`src/rtl/core/xos_pkg.sv`:
```
// shared types, codes and constants of the xoshiro256** bounded draw block
// no dependencies; every other file of the block but xos_chan_if imports this package

package xos_pkg;

	// default number of state advances after a seed item
	localparam int unsigned WarmupStepsDef = 12;

	// seed mixing constants
	localparam logic [63:0] GoldenMix = 64'h9E37_79B9_7F4A_7C15;
	localparam logic [63:0] Sqrt2Mix  = 64'h6A09_E667_F3BC_C908;
	localparam logic [63:0] Sqrt3Mix  = 64'hBB67_AE85_84CA_A73B;

	// rotation and shift amounts of the state update
	localparam int unsigned RotState = 45;
	localparam int unsigned ShfState = 17;

	// item kinds; code 3 means nothing and is ignored
	typedef enum logic [1:0] {
		KIND_SEED = 2'd0,
		KIND_LOAD = 2'd1,
		KIND_DRAW = 2'd2
	} kind_t;

	typedef logic [3:0][63:0] gen_state_t;

	typedef struct packed {
		logic [1:0]  kind;
		logic [63:0] seed_word;
		logic [63:0] state_word0;
		logic [63:0] state_word1;
		logic [63:0] state_word2;
		logic [63:0] state_word3;
		logic [31:0] low_bound;
		logic [31:0] high_bound;
	} in_item_t;

	typedef struct packed {
		logic [31:0] value;
		logic [63:0] raw_word;
	} out_item_t;

	// controller to datapath commands
	typedef struct packed {
		logic load_seed;
		logic load_words;
		logic capture_draw;
		logic warm_step;
		logic round_en;
		logic mult_en;
		logic sum_en;
		logic out_load;
	} xos_cmd_t;

endpackage

```
`src/rtl/core/xos_ctrl.sv`:
```
// controller state machine: sequences seeding warmup and the draw pipeline
// depends on xos_pkg; drives the command struct of xos_dp

module xos_ctrl
	import xos_pkg::*;
#(
	parameter int unsigned WARMUP_STEPS = WarmupStepsDef
) (
	input  logic       clk,
	input  logic       arst_n,
	input  logic       in_valid,
	input  logic [1:0] in_kind,
	output logic       in_ready,
	output logic       out_valid,
	input  logic       out_ready,
	output xos_cmd_t   ctl
);

	localparam int unsigned CntW    = (WARMUP_STEPS < 2) ? 1 : $clog2(WARMUP_STEPS);
	localparam int unsigned LastCnt = (WARMUP_STEPS > 0) ? WARMUP_STEPS - 1 : 0;

	typedef enum logic [5:0] {
		ST_IDLE  = 6'b000001,
		ST_WARM  = 6'b000010,
		ST_ROUND = 6'b000100,
		ST_MULT  = 6'b001000,
		ST_SUM   = 6'b010000,
		ST_FIN   = 6'b100000
	} state_t;

	state_t           state_q, state_d;
	logic [CntW-1:0]  cnt_q, cnt_d;
	logic             out_valid_q;
	logic             accept;

	assign in_ready  = (state_q == ST_IDLE);
	assign accept    = in_valid && in_ready;
	assign out_valid = out_valid_q;

	always_comb begin
		state_d = state_q;
		cnt_d   = cnt_q;
		ctl     = '0;
		unique case (state_q)
			ST_IDLE: begin
				if (accept) begin
					case (in_kind)
						KIND_SEED: begin
							ctl.load_seed = 1'b1;
							cnt_d         = CntW'(LastCnt);
							if (WARMUP_STEPS > 0) begin
								state_d = ST_WARM;
							end
						end
						KIND_LOAD: ctl.load_words = 1'b1;
						KIND_DRAW: begin
							ctl.capture_draw = 1'b1;
							state_d          = ST_ROUND;
						end
						default: ;
					endcase
				end
			end
			ST_WARM: begin
				ctl.warm_step = 1'b1;
				if (cnt_q == '0) begin
					state_d = ST_IDLE;
				end else begin
					cnt_d = cnt_q - 1'b1;
				end
			end
			ST_ROUND: begin
				ctl.round_en = 1'b1;
				state_d      = ST_MULT;
			end
			ST_MULT: begin
				ctl.mult_en = 1'b1;
				state_d     = ST_SUM;
			end
			ST_SUM: begin
				ctl.sum_en = 1'b1;
				state_d    = ST_FIN;
			end
			ST_FIN: begin
				// wait for the output register to be free
				if (!out_valid_q || out_ready) begin
					ctl.out_load = 1'b1;
					state_d      = ST_IDLE;
				end
			end
			default: state_d = ST_IDLE;
		endcase
	end

	always_ff @(posedge clk or negedge arst_n) begin
		if (!arst_n) begin
			state_q     <= ST_IDLE;
			cnt_q       <= '0;
			out_valid_q <= 1'b0;
		end else begin
			state_q <= state_d;
			cnt_q   <= cnt_d;
			if (ctl.out_load) begin
				out_valid_q <= 1'b1;
			end else if (out_ready) begin
				out_valid_q <= 1'b0;
			end
		end
	end

endmodule

```
`config.mk`:
```
export PLATFORM = sky130hd
export DESIGN_NAME = xos_ctrl
export DESIGN_NICKNAME = d
export VERILOG_FILES = /design/src/rtl/core/xos_pkg.sv /design/src/rtl/core/xos_ctrl.sv
export SDC_FILE = /design/constraint.sdc
export NUM_CORES = 1
export LEC_CHECK = 0
export ABC_AREA = 1
export BUFFER_PORTS_ARGS = -buffer_cell sky130_fd_sc_hd__clkbuf_2
export CELL_PAD_IN_SITES_DETAIL_PLACEMENT = 2
export CELL_PAD_IN_SITES_GLOBAL_PLACEMENT = 2
export CORE_ASPECT_RATIO = 0.9
export CORE_MARGIN = 4
export CORE_UTILIZATION = 28
export DETAILED_ROUTE_END_ITERATION = 10
export GPL_TIMING_DRIVEN = 0
export PLACE_DENSITY_LB_ADDON = 0.1
export SYNTH_ARGS = -nofsm -noshare
export SYNTH_HDL_FRONTEND = slang
export SYNTH_SLANG_ARGS = --single-unit
```
`constraint.sdc`:
```
create_clock -name clk -period 1.6 [get_ports clk]
set_input_delay 0.24 -clock clk [delete_from_list [all_inputs] [get_ports clk]]
set_output_delay 0.24 -clock clk [all_outputs]
set_load 0.05 [all_outputs]
```
* After elaboration in Yosys (flattened, before gate mapping)
Index checks and enable logic that the tools add are counted.
W data, S select, Z words.
** Cells by class
- Add/sub/neg operators :: 1
- Equal/unequal tests :: 14
- Multiplexer cells :: 22
- Reduce and logical (&&, ||, !) cells :: 9
** Operators with widths (number)
- $pmux W6 S6 :: 1
- $mux W6 :: 3
- $mux W4 :: 3
- $pmux W6 S2 :: 1
- $mux W1 :: 11
- $pmux W4 S2 :: 1
- $reduce_and A4 Y1 :: 2
- $eq A6 B1 Y1 const B :: 1
- $eq A6 B2 Y1 const B :: 1
- $eq A6 B3 Y1 const B :: 1
- $eq A6 B4 Y1 const B :: 1
- $eq A6 B5 Y1 const B :: 1
- $eq A6 B6 Y1 const B :: 1
- $mux W3 :: 2
- $ne A2 B2 Y1 const B :: 3
- $logic_not A4 Y1 :: 1
- $ne A2 B1 Y1 const B :: 2
- $reduce_bool A2 Y1 :: 2
- $sub A4 B1 Y4 const B :: 1
- $ne A3 B1 Y1 const B :: 1
- $eq A2 B1 Y1 const B :: 1
- $eq A2 B2 Y1 const B :: 1
- $logic_not A2 Y1 :: 1
- $logic_and A1 B1 Y1 :: 1
- other kinds (2) :: 2
** Word-level totals
- Register bits after elaboration :: 11
- Bits of input ports :: 6
- Output and inout bits :: 10

* Depth between registers and ports, before layout
Gate-level depths: netlist (run 1).
- Depth after elaboration :: 5
- Mapped depth :: 8
- Gate-level depth less buffers :: 8

* Least setup slack after synthesis (run 1)
No wires, ideal clock.
- Path type :: register to output
- From :: register state_q[0]
- To :: output ctl[5] (netlist name)
- Arrival time :: 2.247 ns
- Data required time :: 1.360 ns
- Slack :: -0.887 ns
- Cell stages (with the launch flop) :: 5
- Buffers on the path :: 0
- Cell sequence :: dfstp_2 inv_1 nor2_2 nand3_1 nor4_1
** RTL lines
- start, declared :: RTL line xos_ctrl.sv:31 : state_t state_q, state_d;
- start signal, assigned :: RTL line xos_ctrl.sv:101 : state_q <= state_d;
- end, declared :: RTL line xos_ctrl.sv:16 : output xos_cmd_t ctl

==> run metrics, run 1 <==
status=finished, violations left; failing checks=setup timing; CTS Sinks=11; worst setup path class=register to primary output; vias in the first global route=914; Crit Path Max Fanout=4; max-slew violations=0; Gate Count Post-Synth=92; Final setup viols=9; GRT overflow=0; HP Class=input pin to register; Final Critical Period=1.80 ns; CP cell instances=nor2_4 > buf_6 > nand3_4 > nor4_4 > clkbuf_8; die area=0.00336 mm²; share of cells above drive strength 1=0.477; # diodes=0; pre-CTS setup slack=-0.0734 ns; Reg2Reg Setup Slack=0.01 ns; P per Cell Area=1360 mW/mm²; register area share after synthesis=0.395; Synth area leaders=dfrtp_1 36%, inv_1 11%, nand2_1 11%, nand3_1 7.9%, nor2_1 4.8%; Peak Freq=556 MHz; Post-route DRC=0; Critical path origin=state_q[4]; CTS buffer count=3; top-area cell type share of the netlist area=0.358; die height=55.4 µm; Filler Cells Inserted=246; final worst hold slack=0.195 ns; top cells by count, synth=20 x inv_1, 20 x nand2_1, 11 x nand3_1; H-tree levels=1; # port buffers=15; insertion delay to the later sink of the worst-skew pair=0.28 ns; TritonCTS clock tree=built; largest net degree at the start of global routing=12; R2R Path Start=state_q[2]; CTS Root Buffer Type=clkbuf_4; pin slew with the least headroom to its limit=0.356 ns; Detail Route Antenna Nets=0; CP max-delay cell=dfrtp_1; final core area utilization=0.532; Routed WL per cell=20.5 µm; via count=785; area delta synth->final=73.5%; Ports=16; peak supply drop=0.926 mV; EDFF count, synth=0; Register-to-Register Path Depth=10; hold path start=in_kind[0]; CP top delay family=simple AND/OR/NAND/NOR gates; crit path buf inv count=2; floorplan row count=16; CP Launch Type=register; ys flop type=dfrtp_1; Final GP Congestion=0.668; Mapped Nets=100; Hold Path Stages=2; RSZ-0062 raised after global routing=yes; FF+latch count, synth=11; CP peak stage delay=0.44 ns; syn_area_per_cell=7.60 µm²; Initial Utilization=0.306; Hold Vio Cnt, Final=0; nets=141; Synth Cell Area=699 µm²; first-pass GRT wire length=4890 µm; max-cap violation count=0; Warnings, synthesis=0; post-route clock period utilization=1.12; Routed WL=3260 µm; Crit Reg-Reg Endpoint=state_q[0]; die width=60.7 µm; Longest Clk Path Bufs=2; Hold EP=state_q[2]; initial antenna violation count=0; Synth area leader=dfrtp_1; library cells used by synthesis=18; clk slew on worst S/H paths=0.08 ns; Data required, critical path=1.36 ns; stages on the worst setup path=5; GRT Resource Usage Total=0.196; DRT Pass-1 Iters=4; worst rel slew slack=0.762; share of flip-flops with an asynchronous set or reset=1.00; dpl hpwl=1590 µm; CP arrival=1.56 ns; DRT iter0 DRCs=12; crit end category=primary output; min setup slack post-route=-0.197 ns; DR vias/cell=4.94; clk_skew=0.00633 ns; static leakage=0.654 nW; Core Area=0.00228 mm²
==> power by group <==
part           internal (mW)  total (mW)  switching [mW]
registers              0.355       0.417          0.0621
clock network         0.0967       0.198           0.101
logic                  0.428        1.04           0.607
total                  0.881        1.65           0.770
==> placed cells by master, fill, tap and decap left out, drive strengths merged, types with 2 or more instances in the layout <==
cell    instances
nand4           4
inv            19
nand3          11
nand2          22
clkbuf         15
dfrtp          10
ha              2
buf            25
nor4            3
nor2           13
==> worst reg2reg max path: cells and delay by family (launching register included) <==
| family | cells | cell delay (ns) |
|---|---|---|
| buffers and inverters | 4 | 0.54 |
| and+or+nand+nor | 6 | 0.51 |
| DFF | 1 | 0.44 |
==> metrics by stage <==
stage	setup TNS [ns]	cells	power, mW	cell area [µm²]
after floorplan	-0.153	92	0.912	743
after CTS	-0.855	155	1.54	1170
final	-1.01	159	1.65	1210
after detailed placement	-0.203	134	1.06	852
after global placement	-0.122	134	1.04	852
after global routing	-1.81	159	1.77	1210
==> worst max path at each step <==
stage              to  slack [ns]
3_5_place_dp   ctl[5]       -0.07
3_3_place_gp   ctl[6]       -0.05
6_report       ctl[5]       -0.20
2_1_floorplan  ctl[5]       -0.06
5_1_grt        ctl[5]       -0.29
4_1_cts        ctl[6]       -0.18
==> registers in the layout (all words and copies together), names as in the netlist <==
name,count
cnt_q,4
out_valid,1
state_q,6
==> layout make-up <==
| class | instances | area (µm²) | area share |
|---|---|---|---|
| clock buffer | 4 | 26.3 | 0.0216 |
| inverter | 20 | 78.8 | 0.0649 |
| multi-input combinational | 60 | 425 | 0.351 |
| sequential | 11 | 278 | 0.229 |
| tap | 27 | 33.8 | 0.0278 |
| timing repair buffer | 37 | 372 | 0.306 |
==> what timing repair did <==
item / 4_1_cts / 5_1_grt
setup endpoints to repair: 9 / 12
hold buffers: 1 / 0
setup buffers: 17 / 6
gates resized for setup: 32 / 8
pin swaps: 6 / 3
hold endpoints to repair: 10 / 0
==> per-layer routing <==
metal	wire length, µm	part of all wire	vias to the layer above	global-route usage
li1	-	-	365	-
met1	1320	0.41	396	0.240
met2	1760	0.54	20	0.345
met3	124	0.038	4	0.0559
met4	46	0.014	0	0.0186
met5	0	0	-	0
==> logic make-up after synthesis <==
| kind of cell | synth area share |
|---|---|
| AND/OR/NAND/NOR | 0.431 |
| buffers and inverters | 0.118 |
| flip-flops | 0.395 |
| adder cells (fa/ha/maj) | 0.0358 |
| AO/OA/AOI/OAI | 0.00715 |
| XOR/XNOR | 0.0125 |
Note: power is estimated with default switching activity, not from simulation.
==> run 2, diff against run 1 <==
--- a/config.mk
+++ b/config.mk
@@ -15,6 +15,7 @@
 export DETAILED_ROUTE_END_ITERATION = 10
 export GPL_TIMING_DRIVEN = 0
 export PLACE_DENSITY_LB_ADDON = 0.1
+export SKIP_CTS_REPAIR_TIMING = 1
 export SYNTH_ARGS = -nofsm -noshare
 export SYNTH_HDL_FRONTEND = slang
 export SYNTH_SLANG_ARGS = --single-unit
==> run 2 against run 1 <==
Effect of this change: the flow still finishes with violations (setup timing); clock-buffer cell count unchanged; largest power group unchanged; clock skew decreased by 0.0056 ns; total power decreased by 12%; largest cell class unchanged; combinational power decreased by 19%; die area unchanged.
==> run metrics, run 2 (synthesized netlist as in run 1, its figures left out) <==
Final GP Congestion=0.668 (unchanged); # port buffers=15 (unchanged); H-tree levels=1 (unchanged); Peak Freq=571 MHz (+2.6%); Routed WL per cell=14.8 µm (-28%); most common cell after layout, fill and taps aside=nand2_1; initial antenna violation count=0 (unchanged); CTS Root Buffer Type=clkbuf_4; GRT overflow=0 (unchanged); clock network power share=0.136 (+0.016); TritonCTS clock tree=built; Hold Vio Cnt, Final=0 (unchanged); Detail Route Antenna Nets=0 (unchanged); DRT Pass-1 Iters=2 (-2); nets=130 (-7.8%); peak supply drop=1.01 mV (+9.1%); Crit Path Max Fanout=6 (+2); final worst hold slack=0.189 ns (-0.00641 ns); HP Class=input pin to register; area of the multi-input gates=405 µm² (-4.7%); RSZ-0062 raised after global routing=yes; status=finished, violations left; CP arrival=1.51 ns (-0.05 ns); clk slew on worst S/H paths=0.07 ns (about the same); most used cells in the layout excluding fill and tap cells=20 x nand2_1, 17 x inv_1, 10 x buf_4, 9 x nand3_1, 9 x dfrtp_1; Sequential Area=278 µm² (unchanged); Area after DPL=852 µm² (unchanged); failing checks=setup timing; Initial Utilization=0.306 (unchanged); DRT iter0 DRCs=5 (-7); Final setup viols=9 (unchanged); static leakage=0.585 nW (-11%); max-slew violations=0 (unchanged); share of power burned in registers=0.283 (+0.030); worst rel slew slack=0.764 (+0.00253); Ports=16 (unchanged); DR vias/cell=4.74 (-4.1%); insertion delay to the later sink of the worst-skew pair=0.27 ns (about the same); hold path start=in_kind[0]; CTS Sinks=11 (unchanged); crit end category=primary output; first-pass GRT wire length=3320 µm (-32%); Core Area=0.00228 mm² (unchanged); Longest Clk Path Bufs=2 (unchanged); min setup slack post-route=-0.151 ns (+0.0462 ns); R2R Path Start=state_q[5]; Top reg by flops=state_q; die area=0.00336 mm² (unchanged); share of cells above drive strength 1=0.397 (-0.0806); Routed WL=2190 µm (-33%); CP Launch Type=register; pin slew with the least headroom to its limit=0.353 ns (-0.00379 ns); Data required, critical path=1.36 ns (about the same); NetSw=665 µW (-14%); area delta synth->final=49.0%; max reg flops=6 (unchanged); Filler Cells Inserted=262 (+6.5%); largest net degree at the start of global routing=12 (unchanged); CTS buffer count=3 (unchanged); die width=60.7 µm (unchanged); # diodes=0 (unchanged); Pint=786 µW (-11%); switching fraction of total power=0.458 (-0.00818); dpl hpwl=1590 µm (unchanged); Comb pwr share=0.581 (-0.046); max-cap violation count=0 (unchanged); P per Cell Area=1390 mW/mm² (+2.4%); GRT Resource Usage Total=0.129 (-0.0670); die height=55.4 µm (unchanged); worst setup path class=register to primary output; fin area=0.00104 mm² (-14%); clk_skew=0.000698 ns (-0.00563 ns); vias in the first global route=650 (-29%); via count=701 (-11%); Critical path origin=state_q[5]; post-route clock period utilization=1.09 (-0.0289); setup TNS=-0.772 ns (+0.239 ns); Final Critical Period=1.75 ns (-0.0462 ns); Post-route DRC=0 (unchanged); floorplan row count=16 (unchanged)
==> run 2: cell types whose count changed in the layout (fill, tap and decap cells not counted), moves of 2 or more <==
cell / delta
clkbuf_4: +2
clkbuf_8: -2
clkbuf_16: -3
inv_2: -2
inv_1: +2
buf_4: -8
==> run 2: power by group through the flow <==
stage / Clock, mW / Sequential [mW] / Combinational [mW]
2_1_floorplan: 0 / 0.403 / 0.509
3_3_place_gp: 0 / 0.411 / 0.626
3_5_place_dp: 0 / 0.415 / 0.642
4_1_cts: 0.208 / 0.410 / 0.645
5_1_grt: 0.226 / 0.422 / 0.929
6_report: 0.197 / 0.411 / 0.843
==> run 2: path summary, 6_finish.rpt <==
kind                              end  slack [ns]  depth (start not counted)
max                            ctl[7]       -0.15                          6
min                        state_q[2]        0.19                          2
max reg2reg                  cnt_q[1]        0.14                          8
min reg2reg                  cnt_q[0]        0.54                          2
max in group asynchronous  state_q[0]        0.93                          2
min in group asynchronous    cnt_q[0]        0.39                          2
==> run 2: cell type report <==
class | instances | share of cell area
Clock buffer | 4 | 0.0252
Inverter | 20 | 0.0756
Multi-Input combinational cell | 60 | 0.389
Sequential cell | 11 | 0.267
Tap cell | 27 | 0.0324
Timing Repair Buffer | 26 | 0.211
==> run 2: worst max-delay path, stage by stage, from the launching register on <==
cell        delay [ns]
dfrtp_1           0.41
nor2_4            0.24
nand2_4           0.10
nor2_4            0.16
nand3b_4          0.10
clkinvlp_4        0.09
buf_8             0.14
==> run 2: layer usage <==
metal	share of wire	track usage	wire length [µm]	up-vias
li1	-	-	-	346
met5	0	0	0	-
met3	0.037	0.0420	81	3
met4	0.0032	0.00929	7	0
met2	0.46	0.171	1020	13
met1	0.50	0.208	1090	339
==> run 2: per-stage QoR <==
step,std cells,power [mW],utilization,setup slack (ns)
global placement,134,1.04,0.373,-0.0545
floorplan,92,0.912,-,-0.0649
CTS,138,1.26,0.385,-0.393
finish,148,1.45,0.457,-0.151
detailed placement,134,1.06,0.373,-0.0734
global route,148,1.58,0.457,-0.241
==> run 3, diff against run 2 <==
--- a/config.mk
+++ b/config.mk
@@ -10,7 +10,7 @@
 export CELL_PAD_IN_SITES_DETAIL_PLACEMENT = 2
 export CELL_PAD_IN_SITES_GLOBAL_PLACEMENT = 2
 export CORE_ASPECT_RATIO = 0.9
-export CORE_MARGIN = 4
+export CORE_MARGIN = 3
 export CORE_UTILIZATION = 28
 export DETAILED_ROUTE_END_ITERATION = 10
 export GPL_TIMING_DRIVEN = 0
==> constraint.sdc (replaced) <==
create_clock -name clk -period 1.6 [get_ports clk]
set_input_delay 0.08 -clock clk [delete_from_list [all_inputs] [get_ports clk]]
set_output_delay 0.08 -clock clk [all_outputs]
set_load 0.05 [all_outputs]
==> run 3 against run 2 <==
Effect of this change: clock skew rose by 0.0022 ns; the run still ends with setup timing left; critical path depth shrank 1; maximum frequency grew 8.9%; largest cell class unchanged; flip-flop and latch count did not move; global-route usage increased by 1.8 points.
==> run metrics, run 3 (synthesized netlist as in run 1, its figures left out) <==
CP arrival=1.53 ns (+0.02 ns); TritonCTS clock tree=built; worst rel slew slack=0.754 (-0.0107); initial antenna violation count=0 (unchanged); post-route clock period utilization=1.01 (-0.0892); Crit Path Max Fanout=4 (-2); # diodes=0 (unchanged); share of cells above drive strength 1=0.342 (-0.0548); HP Class=input pin to register; PnR Total Power=1.28 mW (-12%); fin area=953 µm² (-8.5%); Routed WL=2040 µm (-6.9%); RSZ-0062 raised after global routing=yes; pin slew with the least headroom to its limit=0.369 ns (+0.0160 ns); worst setup path class=register to primary output; CTS Root Buffer Type=clkbuf_4; Non-Filler Instances=144 (-2.7%); Data required, critical path=1.52 ns (+0.16 ns); CTS buffer count=3 (unchanged); post-placement cell count=134 (unchanged); min setup slack post-route=-0.00828 ns (+0.143 ns); most common cell after layout, fill and taps aside=nand2_1; max reg flops=6 (unchanged); pre-CTS setup slack=0.0926 ns (+0.166 ns); failing checks=setup timing; area of the multi-input gates=373 µm² (-8.0%); DRT Pass-1 Iters=4 (+2); die height=53.4 µm (-3.6%); Final setup viols=3 (-6); first-pass GRT wire length=3340 µm (+0.63%); Detail Route Antenna Nets=0 (unchanged); final core area utilization=0.418 (-0.0389); status=finished, violations left; CTS Sinks=11 (unchanged); insertion delay to the later sink of the worst-skew pair=0.27 ns (about the same); clock network power share=0.155 (+0.019); crit end category=primary output; # port buffers=15 (unchanged); nets=126 (-3.1%); floorplan row count=16 (unchanged); Core Area=0.00228 mm² (unchanged); NetSw=606 µW (-9.0%); Peak Freq=622 MHz (+8.9%); Pint=675 µW (-14%); most used cells in the layout excluding fill and tap cells=20 x nand2_1, 19 x inv_1, 10 x nand3_1, 10 x buf_4, 9 x dfrtp_1; GRT overflow=0 (unchanged); Filler Cells Inserted=278 (+6.1%); share of power burned in registers=0.322 (+0.039); DR vias/cell=4.71 (-0.59%); vias in the first global route=705 (+8.5%); area delta synth->final=36.3%; Ports=16 (unchanged); Post-route DRC=0 (unchanged); Area after DPL=827 µm² (-2.9%); switching fraction of total power=0.473 (+0.0144); Longest Clk Path Bufs=2 (unchanged); via count=678 (-3.3%); die area=0.00313 mm² (-6.8%); Comb pwr share=0.523 (-0.058); DRT iter0 DRCs=8 (+3); max-cap violation count=0 (unchanged); Final GP Congestion=0.737 (+10%); dpl hpwl=1490 µm (-6.3%); static leakage=0.555 nW (-5.0%); Hold Vio Cnt, Final=0 (unchanged); P per Cell Area=1340 mW/mm² (-3.5%); clk_skew=0.00288 ns (+0.00218 ns); die width=58.7 µm (-3.3%); clk slew on worst S/H paths=0.08 ns (about the same); Final Critical Period=1.61 ns (-0.143 ns); peak supply drop=0.662 mV (-34%); H-tree levels=1 (unchanged); CP Launch Type=register; Sequential Area=278 µm² (unchanged); max-slew violations=0 (unchanged); Routed WL per cell=14.2 µm (-4.3%); largest net degree at the start of global routing=12 (unchanged); GRT Resource Usage Total=0.148 (+0.0185); Top reg by flops=state_q; Initial Utilization=0.306 (unchanged)
[run 3: layer usage]
layer	global-route usage	share of wire
met1	0.199	0.49
met2	0.216	0.45
met4	0.0566	0.017
met5	0	0
met3	0.0488	0.040
[run 3: worst paths after layout]
kind | startpoint | endpoint | slack, ns | cells after the start
setup / recovery | state_q[0] | ctl[6] | -0.008 | 5
hold / removal | in_kind[0] | state_q[2] | 0.004 | 2
setup reg to reg | state_q[0] | cnt_q[0] | 0.11 | 7
hold reg to reg | cnt_q[1] | cnt_q[1] | 0.54 | 2
max in group asynchronous | arst_n | state_q[0] | 1.08 | 2
min in group asynchronous | arst_n | cnt_q[3] | 0.23 | 2
[run 3: power by group through the flow]
stage / clock (mW) / sequential, mW / combinational [mW]
after floorplan: 0 / 0.398 / 0.483
after global placement: 0 / 0.407 / 0.592
after detailed placement: 0 / 0.411 / 0.611
after CTS: 0.216 / 0.405 / 0.614
after global routing: 0.236 / 0.419 / 0.751
final: 0.199 / 0.412 / 0.670
[run 3: final cells by class]
type	instances	share of cell area
multi-input combinational	60	0.391
buffer	1	0.00787
inverter	20	0.0827
timing repair buffer	21	0.164
clock buffer	4	0.0276
tap	27	0.0354
sequential	11	0.291
[run 3: worst max-delay path, cell delays in order (launching register included)]
cell	delay (ns)
dfstp_2	0.54
inv_1	0.07
nor2_4	0.12
nand3_2	0.12
nor4_2	0.16
buf_4	0.24
[run 3: metrics by stage]
step,hold slack (ns),setup TNS [ns]
floorplan,-0.216,-0.332
global placement,-0.0127,0
detailed placement,-0.0133,0
CTS,-0.325,-0.818
global route,0.00513,-0.491
finish,0.00350,-0.0208
